`config.mk`:
```
export PLATFORM = sky130hd
export DESIGN_NAME = ccm_cfg
export DESIGN_NICKNAME = d
export VERILOG_FILES = /design/src/design/ccm_pkg.sv /design/src/design/ccm_cfg.sv
export SDC_FILE = /design/constraint.sdc
export NUM_CORES = 1
export LEC_CHECK = 0
export BUFFER_PORTS_ARGS = -buffer_cell sky130_fd_sc_hd__buf_2
export CAP_MARGIN = 40
export CELL_PAD_IN_SITES_DETAIL_PLACEMENT = 1
export CELL_PAD_IN_SITES_GLOBAL_PLACEMENT = 1
export CORE_MARGIN = 3
export CORE_UTILIZATION = 36
export CTS_BUF_LIST = sky130_fd_sc_hd__clkbuf_8
export CTS_CLUSTER_DIAMETER = 60
export DETAILED_ROUTE_END_ITERATION = 16
export PLACE_DENSITY_LB_ADDON = 0.1
export SLEW_MARGIN = 20
export SYNTH_ARGS = -nofsm -noshare
export SYNTH_HDL_FRONTEND = slang
export SYNTH_SLANG_ARGS = --single-unit
```
`constraint.sdc`:
```
create_clock -name clk -period 1.1 [get_ports clk]
set_clock_uncertainty 0.05 [all_clocks]
set_input_delay 0.165 -clock clk [delete_from_list [all_inputs] [get_ports clk]]
set_output_delay 0.165 -clock clk [all_outputs]
set_load 0.1 [all_outputs]
```
`src/design/ccm_pkg.sv`:
```
// ----------------------------------------------------------------------------
// ccm_pkg: shared types and constants for the coulomb counter
// Beat structs, register index codes, sequencer states and datapath widths.
// ----------------------------------------------------------------------------
package ccm_pkg;

  localparam int TIME_W       = 32;
  localparam int CODE_W       = 12;
  localparam int DUTY_W       = 8;
  localparam int GAIN_W       = 24;
  localparam int THR_W        = 32;
  localparam int COEF_W       = 32;
  localparam int CURRENT_W    = 40;
  localparam int CHARGE_W     = 63;
  localparam int CFG_IDX_W    = 3;
  localparam int CFG_DATA_W   = 32;

  // shared multiplier: signed A x signed B, low MUL_P_W bits kept
  localparam int MUL_A_W      = 64;
  localparam int MUL_B_W      = 17;
  localparam int MUL_P_W      = 64;
  localparam int HALF_T_W     = TIME_W / 2;
  localparam int PART_W       = CURRENT_W + TIME_W;

  localparam int POLY_TERMS_DEF = 4;
  localparam int ADC_BITS_DEF   = 12;

  localparam logic [CURRENT_W-1:0] CURRENT_MAX = '1;
  localparam logic [CHARGE_W-1:0]  CHARGE_MAX  = '1;

  typedef enum logic [CFG_IDX_W-1:0] {
    REG_MODEL_READY = 3'd0,
    REG_CURRENT_GAIN = 3'd1,
    REG_LOW_THR = 3'd2,
    REG_COEF0 = 3'd3,
    REG_COEF1 = 3'd4,
    REG_COEF2 = 3'd5,
    REG_COEF3 = 3'd6
  } cfg_reg_t;

  typedef enum logic [3:0] {
    S_IDLE,
    S_MEAS,
    S_CMP,
    S_HMUL,
    S_HADD,
    S_CLAMP,
    S_MLO,
    S_MHI,
    S_MSUM,
    S_ACC,
    S_DONE
  } state_t;

  typedef struct packed {
    logic [TIME_W-1:0] now_ms;
    logic [CODE_W-1:0] current_code;
    logic [DUTY_W-1:0] pwm_duty;
  } in_beat_t;

  typedef struct packed {
    logic [CHARGE_W-1:0]  charge_total;
    logic [CURRENT_W-1:0] current_used;
    logic                 estimated;
  } out_beat_t;

  typedef struct packed {
    logic               model_ready;
    logic [GAIN_W-1:0]  current_gain;
    logic [THR_W-1:0]   low_current_threshold;
  } cfg_t;

endpackage

```
`src/design/ccm_cfg.sv`:
```
// ----------------------------------------------------------------------------
// ccm_cfg: configuration register file
// Write-only registers; unknown indexes are dropped.
// ----------------------------------------------------------------------------
module ccm_cfg #(
  parameter int POLY_TERMS = ccm_pkg::POLY_TERMS_DEF
) (
  input  logic                                 clk,
  input  logic                                 rst_n,
  input  logic                                 cfg_we,
  input  logic [ccm_pkg::CFG_IDX_W-1:0]        cfg_index,
  input  logic [ccm_pkg::CFG_DATA_W-1:0]       cfg_wdata,
  output ccm_pkg::cfg_t                        cfg_o,
  output logic [POLY_TERMS-1:0][ccm_pkg::COEF_W-1:0] coef_o
);
  import ccm_pkg::*;

  cfg_t                          cfg_r;
  logic [POLY_TERMS-1:0][COEF_W-1:0] coef_r;

  always_ff @(posedge clk) begin
    if (!rst_n) begin
      cfg_r <= '0;
    end else if (cfg_we) begin
      unique case (cfg_index)
        REG_MODEL_READY:  cfg_r.model_ready <= cfg_wdata[0];
        REG_CURRENT_GAIN: cfg_r.current_gain <= cfg_wdata[GAIN_W-1:0];
        REG_LOW_THR:      cfg_r.low_current_threshold <= cfg_wdata[THR_W-1:0];
        default: ;
      endcase
    end
  end

  // only the coefficients in use get storage
  for (genvar k = 0; k < POLY_TERMS; k++) begin : g_coef
    always_ff @(posedge clk) begin
      if (!rst_n) begin
        coef_r[k] <= '0;
      end else if (cfg_we && cfg_index == CFG_IDX_W'(REG_COEF0 + k)) begin
        coef_r[k] <= cfg_wdata[COEF_W-1:0];
      end
    end
  end

  assign cfg_o  = cfg_r;
  assign coef_o = coef_r;

endmodule

```
# After elaboration in Yosys (flattened, before gate mapping)

Cells that the tools add are included.
Widths: inputs -> output; s select.

Logic and storage cells: 21
Flip-flop bits (word level): 185
Input port bits: 38
Output and inout bits: 185

Equal/unequal tests: 6
Reductions and logical operators: 8

Operator list:

| cell               | count |
|---|---|
| $eq 3x3->1 const B | 3 |
| $eq 3x2->1 const B | 2 |
| $reduce_and 2->1   | 3 |
| $logic_and 1x1->1  | 4 |
| $eq 3x1->1 const B | 1 |
| $logic_not 3->1    | 1 |

# Longest topological paths before layout

Depth in word-level cells: 2
Depth in mapped cells: 5
Depth with buffers taken out: 2

# Worst setup path after synthesis

No wires, ideal clock.

Kind: register to register
From: reg coef_o[0] (netlist name)
To: reg coef_r (netlist bit coef_o[0])
Setup slack: -0.180 ns
Period minus slack after synthesis: 1.280 ns
Path buffers: 0
Arrival: 1.158 ns
Stages on the path, launching flop included: 3
Data required time: 0.978 ns
Setup time: 0.072 ns
Path through: dfxtp_1 -> nand2_1 -> mux2i_1

RTL lines:

| item                            | line          | text |
|---|---|---|
| to (signal, indexed assignment) | ccm_cfg.sv:40 | `coef_r[k] <= cfg_wdata[COEF_W-1:0];` |
| to (decl)                       | ccm_cfg.sv:19 | `logic [POLY_TERMS-1:0][COEF_W-1:0] coef_r;` |

# Worst setup path after layout

From: reg cfg_r (netlist bit cfg_o[27])
To: out cfg_o[27] in the netlist's numbering

RTL lines:

| item        | line          | text |
|---|---|---|
| from (decl) | ccm_cfg.sv:18 | `cfg_t cfg_r;` |
| to (decl)   | ccm_cfg.sv:13 | `output ccm_pkg::cfg_t cfg_o,` |

No word-level cell between the ends.

==> metrics.md <==
| Metric | Value |
|---|---|
| CP Cell Sequence | buf_12 |
| Leakage | 5.73 nW |
| YS warnings | 0 |
| Final setup vio count | 185 |
| N_diodes | 0 |
| Initial Util | 37.0% |
| Cells after DPL | 1080 |
| R2R depth | 4 |
| Most common cell after layout, fill and taps aside | nand2_1 |
| Setup_tns | -24160 ps |
| Worst R2R End | coef_o[39] |
| RSZ-0062 raised after global routing | true |
| Synth Area in Compound Gates | 0% |
| Worst-Skew Late Latency | 460 ps |
| Ratio of cells with drive above 1 in the final layout | 56.9% |
| Clock Path Buffers | 2 |
| IO Count | 223 |
| Design area | 12500 um^2 |
| Max-cap violations | 0 |
| CP Buf/Inv Count | 1 |
| Initial antenna violation count | 0 |
| Vias after detailed routing | 5731 |
| Post-Synthesis Net Count | 677 |
| Slew Viols, Final | 0 |
| PD cells | 1170 nW/um^2 |
| 1st-iter DRT viols | 160 |
| Fin util | 68.5% |
| Gr ovfl total | 0 |
| Post-DRT Antenna Nets | 0 |
| Most frequent cells in the layout | nand2_1, buf_12, mux2i_1 |
| Post-Route WL | 24200 um |
| CP required | 880 ps |
| Outcome | finished with violations |
| Crit-path leading delay family | flip-flops |
| Crit end category | output pin |
| Pre-Repair DR Iteration Count | 4 |
| Max Freq | 795 MHz |
| Final worst path period share | 114% |
| Hold Crit Depth | 3 |
| Critical path's largest stage delay | 390 ps |
| Post-synthesis xor/xnor area fraction | 0% |
| All-Layer GR Usage | 23.4% |
| CTS sink cnt | 185 |
| Port Buffers | 222 |
| Hold EP | coef_o[104] |
| Hold_ws | 32.2 ps |
| DRC Markers | 0 |
| Clock slew seen by the registers of the worst setup and hold paths | 110 ps |
| Placed Instance Area | 11400 um^2 |
| Chip height | 143 um |
| Largest family of logic cells by synthesized area | multiplexers |
| Setup ws final | -157 ps |
| # rows | 49 |
| Die X | 143 um |
| Worst setup startpoint | cfg_o[27] |
| Clk root buf | clkbuf_8 |
| Hold path start | cfg_wdata[8] |
| Vias in the first global route | 6248 |
| Final hold violations | 0 |
| Area Overhead vs Synth | 84.9% |
| Startpoint types | flop |
| Largest net degree at the start of global routing | 28 |
| Finished Layout Cells | 1181 |
| Number of library cell types mapped by synthesis | 11 |
| Total power | 14.6 mW |
| Post-DR wirelength/cell | 20.5 um |
| Mapped Cells | 639 |
| Slew margin rel. | 77.5% |
| GPL Wtd Cong | 0.758 |
| First-pass GRT wire length | 36400 um |
| Worst setup path category | reg2out |
| Post-Synth Adder-Cell Area | 0% |
| CP arrival | 1040 ps |
| Worst-margin pin slew | 336 ps |
| RR Startpoint | coef_o[39] |
| Multiplexer share of the synthesized area | 27.5% |
| Slowest CP cell | dfxtp_4 |
| Crit path max fanout | 2 |
| Simple-Gate Fraction of Synth Area | 13.4% |
| Hold WC Path Type | in2reg |
| Vias/cell | 4.85 |
| Core Box Area | 18200 um^2 |
| Syn Area/Cell | 10.6 um^2 |
| DP Worst Slack | -216 ps |
| Htree depth | 4 |
| Maximum VDD drop | 0.996 mV |
| Post-synthesis sequential area ratio | 54.9% |
| Final Critical Period | 1260 ps |
| Seq cells post-synth | 185 |
| Nets@finish | 978 |
| CTS buffer count | 17 |
| CTS tree | built |
| FF-to-FF setup slack | 170 ps |
| Detail Placement HPWL | 16900 um |
| Mapped cell area | 6750 um^2 |
| Full die area | 20400 um^2 |
| Violated checks | negative setup slack |
==> state kept, by name, indices dropped and copies added, names as in the netlist <==
name	count
cfg_o	57
coef_o	128
==> area by class of cell <==
type,count,area (um^2)
clock inverters,14,208
repair buffers,327,4940
flip-flops and latches,185,4010
multi-input cells,409,2800
clock buffers,17,234
fillers,1707,5740
well taps,229,287
==> synthesized netlist by cell type, drive strengths merged <==
master | n | area (um^2)
dfxtp | 185 | 3700
buf | 30 | 229
nand4bb | 1 | 11.3
nand4b | 3 | 45.0
nor4b | 1 | 8.76
nand2 | 217 | 815
mux2i | 185 | 1850
and4bb | 2 | 25.0
clkbuf | 15 | 56.3
==> how the worst max path moves through the flow <==
stage / slack, ps / cells past startpoint / end
floorplan: 2 / 5 / cfg_o[33]
global placement: -90 / 4 / cfg_o[30]
detailed placement: -220 / 4 / cfg_o[21]
CTS: -190 / 1 / coef_o[59]
global route: -220 / 1 / cfg_o[27]
finish: -160 / 1 / cfg_o[27]
==> routing by layer <==
metal / routed length, um / up-vias / track usage (%) / share of wire, %
met1: 9560 / 2833 / 26.6 / 39
met4: 327 / 0 / 5.45 / 1.3
met5: 0 / - / 0 / 0
li1: - / 2715 / - / -
met3: 1580 / 22 / 8.71 / 6.5
met2: 12800 / 161 / 41.7 / 53
==> timing repair <==
| item | 4_1_cts | 5_1_grt |
|---|---|---|
| gates cloned | 0 | 0 |
| endpoints found under the hold margin | 22 | 0 |
| setup endpoints to repair | 185 | 185 |
| buffers inserted | 42 | 21 |
| hold buffers | 7 | 0 |
| pin swaps | 0 | 0 |
| resized for setup | 9 | 20 |
==> cells by family after synthesis <==
kind of cell | count (synthesis)
buf+inv | 45
flops | 185
mux | 185
simple gates | 224
==> power by group <==
part	total (mW)	internal (mW)	switching (mW)	leakage, nW
logic	2.63	0.966	1.66	3.92
registers	6.98	6.81	0.168	1.60
clock network	5.04	2.35	2.69	0.219
Note: power is estimated with default switching activity, not from simulation.
